$ cat src/rtl/ibs_pkg.sv
package ibs_pkg;

    localparam int CMD_W = 2;
    localparam int POS_W = 4;
    localparam int CNT_W = 3;
    localparam int OUT_W = 8;

    localparam logic [CMD_W-1:0] CMD_LOAD_ELEM  = 2'd0;
    localparam logic [CMD_W-1:0] CMD_LOAD_INDEX = 2'd1;
    localparam logic [CMD_W-1:0] CMD_SEARCH     = 2'd2;

    typedef enum logic [1:0] {
        OP_LOAD_ELEM,
        OP_LOAD_INDEX,
        OP_SEARCH
    } op_kind_t;

    typedef struct packed {
        op_kind_t               kind;
        logic [POS_W-1:0]       addr;
        logic [POS_W-1:0]       first;
        logic [POS_W-1:0]       last;
    } op_t;

    typedef enum logic [2:0] {
        ST_IDLE,
        ST_BS_CHECK,
        ST_BS_CMP,
        ST_BLK_RD,
        ST_BLK_WAIT,
        ST_SCAN,
        ST_SCAN_CMP,
        ST_RESULT
    } state_t;

endpackage

$ cat src/rtl/ibs_front.sv
module ibs_front #(
    parameter int KEY_WIDTH   = 32,
    parameter int DATA_DEPTH  = 16,
    parameter int INDEX_DEPTH = 4,
    parameter int TDATA_W     = 48
) (
    input  logic [ibs_pkg::CMD_W-1:0] s_axis_tuser,
    input  logic [TDATA_W-1:0]        s_axis_tdata,
    input  logic                      s_axis_tvalid,
    output logic                      s_axis_tready,
    input  logic                      q_full,
    output logic                      q_push,
    output ibs_pkg::op_t              q_op,
    output logic [KEY_WIDTH-1:0]      q_key
);

    logic keep;

    always_comb
    begin
        q_op.addr  = s_axis_tdata[ibs_pkg::POS_W-1:0];
        q_op.first = s_axis_tdata[KEY_WIDTH+7:KEY_WIDTH+4];
        q_op.last  = s_axis_tdata[KEY_WIDTH+11:KEY_WIDTH+8];
        q_key      = s_axis_tdata[KEY_WIDTH+3:4];
        case (s_axis_tuser)
            ibs_pkg::CMD_LOAD_ELEM:
            begin
                q_op.kind = ibs_pkg::OP_LOAD_ELEM;
                keep      = int'(q_op.addr) < DATA_DEPTH;
            end
            ibs_pkg::CMD_LOAD_INDEX:
            begin
                q_op.kind = ibs_pkg::OP_LOAD_INDEX;
                keep      = int'(q_op.addr) < INDEX_DEPTH;
            end
            ibs_pkg::CMD_SEARCH:
            begin
                q_op.kind = ibs_pkg::OP_SEARCH;
                keep      = 1'b1;
            end
            default:
            begin
                // unused command is taken and dropped
                q_op.kind = ibs_pkg::OP_SEARCH;
                keep      = 1'b0;
            end
        endcase
        s_axis_tready = !q_full;
        q_push        = s_axis_tvalid && !q_full && keep;
    end

endmodule

$ cat src/rtl/ibs_queue.sv
module ibs_queue #(
    parameter int WIDTH = 60,
    parameter int DEPTH = 4
) (
    input  logic             clk,
    input  logic             rst_n,
    input  logic             push,
    input  logic [WIDTH-1:0] wdata,
    output logic             full,
    input  logic             pop,
    output logic [WIDTH-1:0] rdata,
    output logic             valid
);

    localparam int PW = $clog2(DEPTH);

    logic [WIDTH-1:0] fifo_mem_reg [DEPTH];
    logic [PW-1:0]    wr_ptr_reg, wr_ptr_next;
    logic [PW-1:0]    rd_ptr_reg, rd_ptr_next;
    logic [PW:0]      count_reg, count_next;
    logic             push_ok, pop_ok;

    always_comb
    begin
        full    = count_reg == (PW+1)'(DEPTH);
        valid   = count_reg != '0;
        rdata   = fifo_mem_reg[rd_ptr_reg];
        push_ok = push && !full;
        pop_ok  = pop && valid;
        wr_ptr_next = wr_ptr_reg;
        rd_ptr_next = rd_ptr_reg;
        count_next  = count_reg;
        if (push_ok)
        begin
            wr_ptr_next = (wr_ptr_reg == PW'(DEPTH-1)) ? '0 : wr_ptr_reg + 1'b1;
        end
        if (pop_ok)
        begin
            rd_ptr_next = (rd_ptr_reg == PW'(DEPTH-1)) ? '0 : rd_ptr_reg + 1'b1;
        end
        if (push_ok && !pop_ok)
        begin
            count_next = count_reg + 1'b1;
        end
        else if (pop_ok && !push_ok)
        begin
            count_next = count_reg - 1'b1;
        end
    end

    always_ff @(posedge clk or negedge rst_n)
    begin
        if (!rst_n)
        begin
            wr_ptr_reg <= '0;
            rd_ptr_reg <= '0;
            count_reg  <= '0;
        end
        else
        begin
            wr_ptr_reg <= wr_ptr_next;
            rd_ptr_reg <= rd_ptr_next;
            count_reg  <= count_next;
        end
    end

    always_ff @(posedge clk)
    begin
        if (push_ok)
        begin
            fifo_mem_reg[wr_ptr_reg] <= wdata;
        end
    end

endmodule

$ cat src/rtl/ibs_engine.sv
module ibs_engine #(
    parameter int KEY_WIDTH   = 32,
    parameter int DATA_DEPTH  = 16,
    parameter int INDEX_DEPTH = 4
) (
    input  logic                       clk,
    input  logic                       rst_n,
    input  logic [ibs_pkg::CNT_W-1:0]  block_count,
    input  logic                       q_valid,
    input  ibs_pkg::op_t               q_op,
    input  logic [KEY_WIDTH-1:0]       q_key,
    output logic                       q_pop,
    output logic [ibs_pkg::OUT_W-1:0]  m_axis_tdata,
    output logic                       m_axis_tvalid,
    input  logic                       m_axis_tready
);

    localparam int AW = $clog2(DATA_DEPTH);
    localparam int IW = (INDEX_DEPTH > 1) ? $clog2(INDEX_DEPTH) : 1;
    localparam int NW = $clog2(INDEX_DEPTH + 1);
    localparam int LW = ((NW > ibs_pkg::CNT_W) ? NW : ibs_pkg::CNT_W) + 1;
    localparam int PW = ibs_pkg::POS_W;

    // element and index stores
    logic [KEY_WIDTH-1:0] elem_mem      [DATA_DEPTH];
    logic [KEY_WIDTH-1:0] idx_max_mem   [INDEX_DEPTH];
    logic [PW-1:0]        idx_first_mem [INDEX_DEPTH];
    logic [PW-1:0]        idx_last_mem  [INDEX_DEPTH];

    logic [KEY_WIDTH-1:0] elem_rdata_reg;
    logic [KEY_WIDTH-1:0] idx_max_rdata_reg;
    logic [PW-1:0]        idx_first_rdata_reg;
    logic [PW-1:0]        idx_last_rdata_reg;

    logic                 elem_we, idx_we;
    logic [AW-1:0]        elem_raddr;
    logic [IW-1:0]        idx_raddr;

    ibs_pkg::state_t      state_reg, state_next;
    logic signed [LW-1:0] lo_reg, lo_next;
    logic signed [LW-1:0] hi_reg, hi_next;
    logic signed [LW-1:0] mid_reg, mid_next;
    logic [KEY_WIDTH-1:0] key_reg, key_next;
    logic [PW-1:0]        pos_reg, pos_next;
    logic [PW-1:0]        last_reg, last_next;
    logic                 res_found_reg, res_found_next;
    logic                 out_valid_reg, out_valid_next;
    logic                 out_found_reg, out_found_next;
    logic [PW-1:0]        out_pos_reg, out_pos_next;

    logic signed [LW-1:0] bn;
    logic [LW:0]          mid_sum;
    logic signed [LW-1:0] mid;
    logic                 pos_in_range;
    logic                 key_match;
    logic                 key_below, key_above;

    always_comb
    begin
        bn = (int'(block_count) > INDEX_DEPTH) ? LW'(INDEX_DEPTH) : LW'(block_count);
        mid_sum = {lo_reg[LW-1], lo_reg} + {hi_reg[LW-1], hi_reg};
        mid = mid_sum[LW:1];
        pos_in_range = int'(pos_reg) < DATA_DEPTH;
        key_match = elem_rdata_reg == key_reg;
        key_below = $signed(key_reg) < $signed(idx_max_rdata_reg);
        key_above = $signed(key_reg) > $signed(idx_max_rdata_reg);

        state_next     = state_reg;
        lo_next        = lo_reg;
        hi_next        = hi_reg;
        mid_next       = mid_reg;
        key_next       = key_reg;
        pos_next       = pos_reg;
        last_next      = last_reg;
        res_found_next = res_found_reg;
        out_valid_next = out_valid_reg && !m_axis_tready;
        out_found_next = out_found_reg;
        out_pos_next   = out_pos_reg;
        q_pop          = 1'b0;
        elem_we        = 1'b0;
        idx_we         = 1'b0;
        elem_raddr     = AW'(pos_reg);
        idx_raddr      = IW'(mid);

        case (state_reg)
            ibs_pkg::ST_IDLE:
            begin
                if (q_valid)
                begin
                    q_pop = 1'b1;
                    case (q_op.kind)
                        ibs_pkg::OP_LOAD_ELEM:
                        begin
                            elem_we = 1'b1;
                        end
                        ibs_pkg::OP_LOAD_INDEX:
                        begin
                            idx_we = 1'b1;
                        end
                        ibs_pkg::OP_SEARCH:
                        begin
                            key_next   = q_key;
                            lo_next    = '0;
                            hi_next    = bn - LW'(1);
                            state_next = ibs_pkg::ST_BS_CHECK;
                        end
                        default:
                        begin
                        end
                    endcase
                end
            end
            ibs_pkg::ST_BS_CHECK:
            begin
                if (lo_reg <= hi_reg)
                begin
                    mid_next   = mid;
                    state_next = ibs_pkg::ST_BS_CMP;
                end
                else
                begin
                    state_next = ibs_pkg::ST_BLK_RD;
                end
            end
            ibs_pkg::ST_BS_CMP:
            begin
                if (key_below)
                begin
                    hi_next    = mid_reg - LW'(1);
                    state_next = ibs_pkg::ST_BS_CHECK;
                end
                else if (key_above)
                begin
                    lo_next    = mid_reg + LW'(1);
                    state_next = ibs_pkg::ST_BS_CHECK;
                end
                else
                begin
                    lo_next    = mid_reg;
                    state_next = ibs_pkg::ST_BLK_RD;
                end
            end
            ibs_pkg::ST_BLK_RD:
            begin
                idx_raddr = IW'(lo_reg);
                if (lo_reg < bn)
                begin
                    state_next = ibs_pkg::ST_BLK_WAIT;
                end
                else
                begin
                    // key above every block
                    res_found_next = 1'b0;
                    pos_next       = '0;
                    state_next     = ibs_pkg::ST_RESULT;
                end
            end
            ibs_pkg::ST_BLK_WAIT:
            begin
                pos_next   = idx_first_rdata_reg;
                last_next  = idx_last_rdata_reg;
                state_next = ibs_pkg::ST_SCAN;
            end
            ibs_pkg::ST_SCAN:
            begin
                if (pos_in_range)
                begin
                    state_next = ibs_pkg::ST_SCAN_CMP;
                end
                else if (pos_reg < last_reg)
                begin
                    pos_next = pos_reg + 1'b1;
                end
                else
                begin
                    res_found_next = 1'b0;
                    pos_next       = '0;
                    state_next     = ibs_pkg::ST_RESULT;
                end
            end
            ibs_pkg::ST_SCAN_CMP:
            begin
                if (key_match)
                begin
                    res_found_next = 1'b1;
                    state_next     = ibs_pkg::ST_RESULT;
                end
                else if (pos_reg < last_reg)
                begin
                    pos_next   = pos_reg + 1'b1;
                    state_next = ibs_pkg::ST_SCAN;
                end
                else
                begin
                    res_found_next = 1'b0;
                    pos_next       = '0;
                    state_next     = ibs_pkg::ST_RESULT;
                end
            end
            ibs_pkg::ST_RESULT:
            begin
                if (!out_valid_reg || m_axis_tready)
                begin
                    out_valid_next = 1'b1;
                    out_found_next = res_found_reg;
                    out_pos_next   = pos_reg;
                    state_next     = ibs_pkg::ST_IDLE;
                end
            end
            default:
            begin
                state_next = ibs_pkg::ST_IDLE;
            end
        endcase
    end

    always_ff @(posedge clk or negedge rst_n)
    begin
        if (!rst_n)
        begin
            state_reg     <= ibs_pkg::ST_IDLE;
            out_valid_reg <= 1'b0;
        end
        else
        begin
            state_reg     <= state_next;
            out_valid_reg <= out_valid_next;
        end
    end

    always_ff @(posedge clk)
    begin
        lo_reg        <= lo_next;
        hi_reg        <= hi_next;
        mid_reg       <= mid_next;
        key_reg       <= key_next;
        pos_reg       <= pos_next;
        last_reg      <= last_next;
        res_found_reg <= res_found_next;
        out_found_reg <= out_found_next;
        out_pos_reg   <= out_pos_next;
    end

    always_ff @(posedge clk)
    begin
        if (elem_we)
        begin
            elem_mem[AW'(q_op.addr)] <= q_key;
        end
        elem_rdata_reg <= elem_mem[elem_raddr];
    end

    always_ff @(posedge clk)
    begin
        if (idx_we)
        begin
            idx_max_mem[IW'(q_op.addr)]   <= q_key;
            idx_first_mem[IW'(q_op.addr)] <= q_op.first;
            idx_last_mem[IW'(q_op.addr)]  <= q_op.last;
        end
        idx_max_rdata_reg   <= idx_max_mem[idx_raddr];
        idx_first_rdata_reg <= idx_first_mem[idx_raddr];
        idx_last_rdata_reg  <= idx_last_mem[idx_raddr];
    end

    assign m_axis_tvalid = out_valid_reg;
    assign m_axis_tdata  = {(ibs_pkg::OUT_W - PW - 1)'(0), out_pos_reg, out_found_reg};

endmodule

$ cat src/rtl/indexed_block_search.sv
// indexed block search
// s_axis carries commands: tuser selects load element key, load index entry
// or search; tdata holds address, key, block first and block last positions.
// loads write the element or index store and give no result; a load to a
// slot beyond the store and the unused command are taken and dropped.
// m_axis carries one word per search: found flag and matching position.
// cfg_we/cfg_wdata write the number of index entries in use (reset 1).
// a front decoder feeds a four-word queue in front of the search engine,
// so up to four commands are taken while the engine is busy.
// a load is written from the idle state. a search probes the index with a
// binary search (at most log2(blocks) + 1 probes), reads the bounds of
// the chosen block, then scans its positions one at a time; each step
// waits on a registered read of the index or element store.
// the result sits in an output register; while the receiver stalls the
// engine finishes its search and then waits, and the queue keeps filling.
// reset empties the queue and output register and sets one block in use;
// the stores keep no reset and must be loaded before they are searched.
module indexed_block_search #(
    parameter int DATA_DEPTH  = 16,
    parameter int INDEX_DEPTH = 4,
    parameter int KEY_WIDTH   = 32
) (
    input  logic                               clk,
    input  logic                               rst_n,
    input  logic                               cfg_we,
    input  logic [ibs_pkg::CNT_W-1:0]          cfg_wdata,
    input  logic                               s_axis_tvalid,
    output logic                               s_axis_tready,
    // address, key_value, block_first, block_last, zero pad
    input  logic [((KEY_WIDTH+19)/8)*8-1:0]    s_axis_tdata,
    // command
    input  logic [ibs_pkg::CMD_W-1:0]          s_axis_tuser,
    output logic                               m_axis_tvalid,
    input  logic                               m_axis_tready,
    // found, position, zero pad
    output logic [ibs_pkg::OUT_W-1:0]          m_axis_tdata
);

    localparam int TDATA_W     = ((KEY_WIDTH + 19) / 8) * 8;
    localparam int QUEUE_DEPTH = 4;
    localparam int OP_W        = $bits(ibs_pkg::op_t);
    localparam int QW          = OP_W + KEY_WIDTH;

    logic [ibs_pkg::CNT_W-1:0] block_count_reg;
    logic                      q_full, q_push, q_pop, q_valid;
    ibs_pkg::op_t              front_op, back_op;
    logic [KEY_WIDTH-1:0]      front_key, back_key;
    logic [QW-1:0]             q_rdata;

    always_ff @(posedge clk or negedge rst_n)
    begin
        if (!rst_n)
        begin
            block_count_reg <= ibs_pkg::CNT_W'(1);
        end
        else if (cfg_we)
        begin
            block_count_reg <= cfg_wdata;
        end
    end

    ibs_front #(
        .KEY_WIDTH   (KEY_WIDTH),
        .DATA_DEPTH  (DATA_DEPTH),
        .INDEX_DEPTH (INDEX_DEPTH),
        .TDATA_W     (TDATA_W)
    ) u_front (
        .s_axis_tuser  (s_axis_tuser),
        .s_axis_tdata  (s_axis_tdata),
        .s_axis_tvalid (s_axis_tvalid),
        .s_axis_tready (s_axis_tready),
        .q_full        (q_full),
        .q_push        (q_push),
        .q_op          (front_op),
        .q_key         (front_key)
    );

    ibs_queue #(
        .WIDTH (QW),
        .DEPTH (QUEUE_DEPTH)
    ) u_queue (
        .clk   (clk),
        .rst_n (rst_n),
        .push  (q_push),
        .wdata ({front_key, front_op}),
        .full  (q_full),
        .pop   (q_pop),
        .rdata (q_rdata),
        .valid (q_valid)
    );

    assign back_op  = ibs_pkg::op_t'(q_rdata[OP_W-1:0]);
    assign back_key = q_rdata[QW-1:OP_W];

    ibs_engine #(
        .KEY_WIDTH   (KEY_WIDTH),
        .DATA_DEPTH  (DATA_DEPTH),
        .INDEX_DEPTH (INDEX_DEPTH)
    ) u_engine (
        .clk           (clk),
        .rst_n         (rst_n),
        .block_count   (block_count_reg),
        .q_valid       (q_valid),
        .q_op          (back_op),
        .q_key         (back_key),
        .q_pop         (q_pop),
        .m_axis_tdata  (m_axis_tdata),
        .m_axis_tvalid (m_axis_tvalid),
        .m_axis_tready (m_axis_tready)
    );

endmodule

$ cat config.mk
export PLATFORM = sky130hd
export DESIGN_NAME = indexed_block_search
export DESIGN_NICKNAME = d
export VERILOG_FILES = /design/src/rtl/ibs_pkg.sv /design/src/rtl/ibs_front.sv /design/src/rtl/ibs_queue.sv /design/src/rtl/ibs_engine.sv /design/src/rtl/indexed_block_search.sv
export SDC_FILE = /design/constraint.sdc
export NUM_CORES = 1
export LEC_CHECK = 0
export ABC_AREA = 1
export BUFFER_PORTS_ARGS = -buffer_cell sky130_fd_sc_hd__buf_2
export CORE_MARGIN = 3
export CORE_UTILIZATION = 40
export CTS_BUF_LIST = sky130_fd_sc_hd__clkbuf_8
export DETAILED_ROUTE_END_ITERATION = 7
export PLACE_DENSITY_LB_ADDON = 0.25
export SKIP_CTS_REPAIR_TIMING = 1
export SLEW_MARGIN = 25
export SYNTH_ARGS = -nofsm -noshare
export SYNTH_HDL_FRONTEND = slang
export SYNTH_HIERARCHICAL = 1
export SYNTH_SLANG_ARGS = --single-unit
$ cat constraint.sdc
create_clock -name clk -period 5.34 [get_ports clk]
set_input_delay 0.534 -clock clk [delete_from_list [all_inputs] [get_ports clk]]
set_output_delay 0.534 -clock clk [all_outputs]
set_load 0.02 [all_outputs]
==> results_dict.tcl <==
set metrics [dict create \
    pre_cts_slack_ns 1.67 \
    path_class "flip-flop to flip-flop" \
    slowest_delay_ns 0.93 \
    firstDrtPassIters 6 \
    grt_pass1_vias 23680 \
    required_ns 5.83 \
    path_cells "nand2_1 -> o211ai_1 -> nand2_1 -> nor3_2 -> nand3_1 -> nor2_4 -> buf_4" \
    worstHoldEndpoint "block_count_reg[1]$_DFFE_PN0P_" \
    antenna_left 0 \
    cts_tree "built" \
    ys_types 54 \
    vdd_drop_max_mv 0.506 \
    rsz0062_at_grt "no" \
    numPortBuffers 60 \
    crit_family "simple AND/OR/NAND/NOR gates" \
    drive_gt1_share_pct 13.5 \
    synth-edff-count 914 \
    p_per_area_mw_per_mm2 576 \
    die_w_um 322 \
    timing.rr.start "u_queue/rd_ptr_reg[0]$_DFFE_PN0P_" \
    synthArstFlopShare_pct 1.40 \
    multi_input_comb_area_mm2 0.00877 \
    switching_share_pct 38.3 \
    synthFlopType "edfxtp_1" \
    globalplace.congestion 0.812 \
    synth.cell_area_mm2 0.0399 \
    synth-seq-cells 1000 \
    cap_violations 0 \
    r2r_end "u_engine/elem_mem[4][16]$_DFFE_PP_" \
    viasPerCell 5.31 \
    fin_ws_ns 1.70 \
    track_usage_pct 19.4 \
    finalCriticalPeriod_ns 3.64 \
    path_clk_slew_ns 0.06 \
    regArea_mm2 0.0292 \
    post-route-drc-count 0 \
    ios 68 \
    worstHoldPathCells 4 \
    power.internal_mw 15.9 \
    fp.coreArea_mm2 0.0986 \
    clockRootBuffer "clkbuf_8" \
    finalSetupTns_ns 0 \
    nets 3243 \
    hold_path.class "input pin to flip-flop" \
    largest_reg_flops 512 \
    hpwl_um 56700 \
    drt_wl_total_um 101000 \
    slowest_stage "nor2_4" \
    crit_fanout 66 \
    seqPwrFrac_pct 42.3 \
    slew_headroom_pct 28.0 \
    ff2ff_path_depth 7 \
    clkSinkCount 1000 \
    rows 115 \
    switching_power_mw 9.86 \
    run_status "finished, final reports clean" \
    yosysSeqAreaShare_pct 73.4 \
    finalCritPeriodShare_pct 68.1 \
    timing.fmax_mhz 275 \
    grt.overflow.total 0 \
    wl_per_cell_um 22.2 \
    grt_pass1_wl_um 149000 \
    clkPwrFrac_pct 24.0 \
    dieArea_mm2 0.103 \
    area_growth_pct 12.3 \
    synth_cells 3010 \
    avgSynthCellArea_um2 13.2 \
    endpoint_kind "flip-flop" \
    cts_inserted_buffers 156 \
    hold_viol_final 0 \
    start_util_pct 40.4 \
    finalMaxSlewViolations 0 \
    crit_buf_inv 1 \
    crit_arrival_ns 4.13 \
    p_leak_nw 15.7 \
    die_height_um 322 \
    grt_max_degree 183 \
    clk_latency_ns 0.81 \
    fill_cells 8579 \
    fin_skew_ns 0.0325 \
    combPwrFrac_pct 33.7 \
    setup_viol 0 \
    ys_warn_count 6 \
    vias 24136 \
    r2r_slack_ns 1.70 \
    cp-startpoint "u_queue/rd_ptr_reg[0]$_DFFE_PN0P_" \
    antenna_found_initial 5 \
    tightest_slew_ns 1.08 \
    total_power_mw 25.8 \
    cpMostUsedCell "nand2_1" \
    start_kind "flip-flop" \
    cts_max_level 4 \
    hp-start "cfg_we" \
    drtIter0Drc 2163 \
    clockBufferDepth 3 \
]
==> Yosys cell counts, types with 3 or more instances <==
cell / count / area (um2)
a21oi_1: 46 / 230
a22o_1: 3 / 26.3
a22oi_1: 13 / 97.6
buf_2: 54 / 270
buf_4: 61 / 458
buf_6: 26 / 293
clkbuf_1: 55 / 206
clkbuf_2: 7 / 35.0
dfrtp_1: 13 / 325
dfxtp_1: 72 / 1440
edfxtp_1: 914 / 27400
ha_1: 55 / 688
inv_1: 197 / 739
inv_2: 7 / 26.3
nand2_1: 268 / 1010
nand2_2: 4 / 25.0
nand3_1: 29 / 145
nand4_1: 8 / 50.1
nor2_1: 435 / 1630
nor2_2: 4 / 25.0
nor3_2: 3 / 30.0
o211ai_1: 47 / 353
o211ai_2: 46 / 576
o21ai_0: 313 / 1570
o21ai_1: 75 / 375
o22ai_1: 190 / 1190
xnor2_1: 20 / 175
xor2_1: 10 / 87.6
==> cell type report <==
class                      instances  share of cell area (%)
sequential                      1000                    65.4
multi-input combinational       1600                    19.6
clock buffer                     181                    5.57
tap                             1287                    3.60
timing repair buffer             164                    2.86
inverter                         206                    1.75
clock inverter                   104                    1.23
antenna                            3                  0.0168
==> tightest hold or removal path, cell delays in order <==
cell and delay [ns]:
buf_2 0.12, inv_2 0.05, nand2_1 0.05, nand2_1 0.04
==> power groups by stage <==
stage	registers (mW)	clock network, mW	logic (mW)
2_1_floorplan	10.8	0	5.79
3_3_place_gp	11.1	0	8.33
3_5_place_dp	11.1	0	8.62
4_1_cts	10.9	6.35	8.65
5_1_grt	11.0	6.70	9.54
6_report	10.9	6.18	8.69
==> worst max-delay path by stage <==
stage	depth (start not counted)	slack, ns	to
4_1_cts	7	1.65	u_engine/elem_mem[4][16]$_DFFE_PP_
3_3_place_gp	7	1.73	u_engine/elem_mem[4][16]$_DFFE_PP_
2_1_floorplan	8	1.81	u_queue/fifo_mem_reg[0][0]$_DFFE_PP_
6_report	7	1.70	u_engine/elem_mem[4][16]$_DFFE_PP_
3_5_place_dp	7	1.67	u_engine/elem_mem[4][16]$_DFFE_PP_
5_1_grt	7	1.51	u_engine/elem_mem[4][16]$_DFFE_PP_
==> stage by stage <==
step / instances / hold WS (ns) / utilization [%] / cell area, um2
after floorplan: 3012 / 0.238 / - / 39900
after global placement: 4200 / 0.391 / 41.7 / 41100
after detailed placement: 4203 / 0.390 / 41.7 / 41100
after CTS: 4488 / -0.393 / 44.8 / 44200
after global routing: 4543 / 0.0141 / 45.4 / 44700
final: 4545 / 0.0484 / 45.4 / 44700
==> logic make-up after synthesis <==
group           count (synthesis)  share of synthesized area, %
flops                        1000                          73.4
simple gates                  762                          7.55
compound gates                747                          11.4
buf+inv                       412                          5.19
fa+ha+maj                      57                          1.83
xor+xnor                       30                         0.659
other cells                     1                       0.00941
mux                             1                        0.0251
==> per-layer routing <==
layer / up-vias / wire length, um / GRT usage, %
li1: 11106 / - / -
met1: 12071 / 43300 / 25.6
met2: 800 / 48900 / 32.4
met3: 159 / 5800 / 3.17
met4: 0 / 2900 / 6.97
met5: - / 0 / 0
==> placed cells by master (no fill, tap or decap), types with 5 or more instances in the layout <==
cell	n
edfxtp_1	914
nor2_1	410
o21ai_0	313
nand2_1	256
inv_1	251
o22ai_1	190
clkbuf_8	181
o21ai_1	75
dfxtp_1	72
buf_2	60
ha_1	55
dlygate4sd3_1	54
o211ai_1	47
a21oi_1	46
o211ai_2	46
buf_4	45
nand3_1	29
nor2_4	26
clkinv_2	20
xnor2_1	20
clkinv_1	18
nand2_2	16
a22oi_1	13
dfrtp_1	11
xor2_1	10
nand4_1	8
inv_2	7
clkinvlp_4	5
buf_12	5
(Power assumes the default switching activity.)
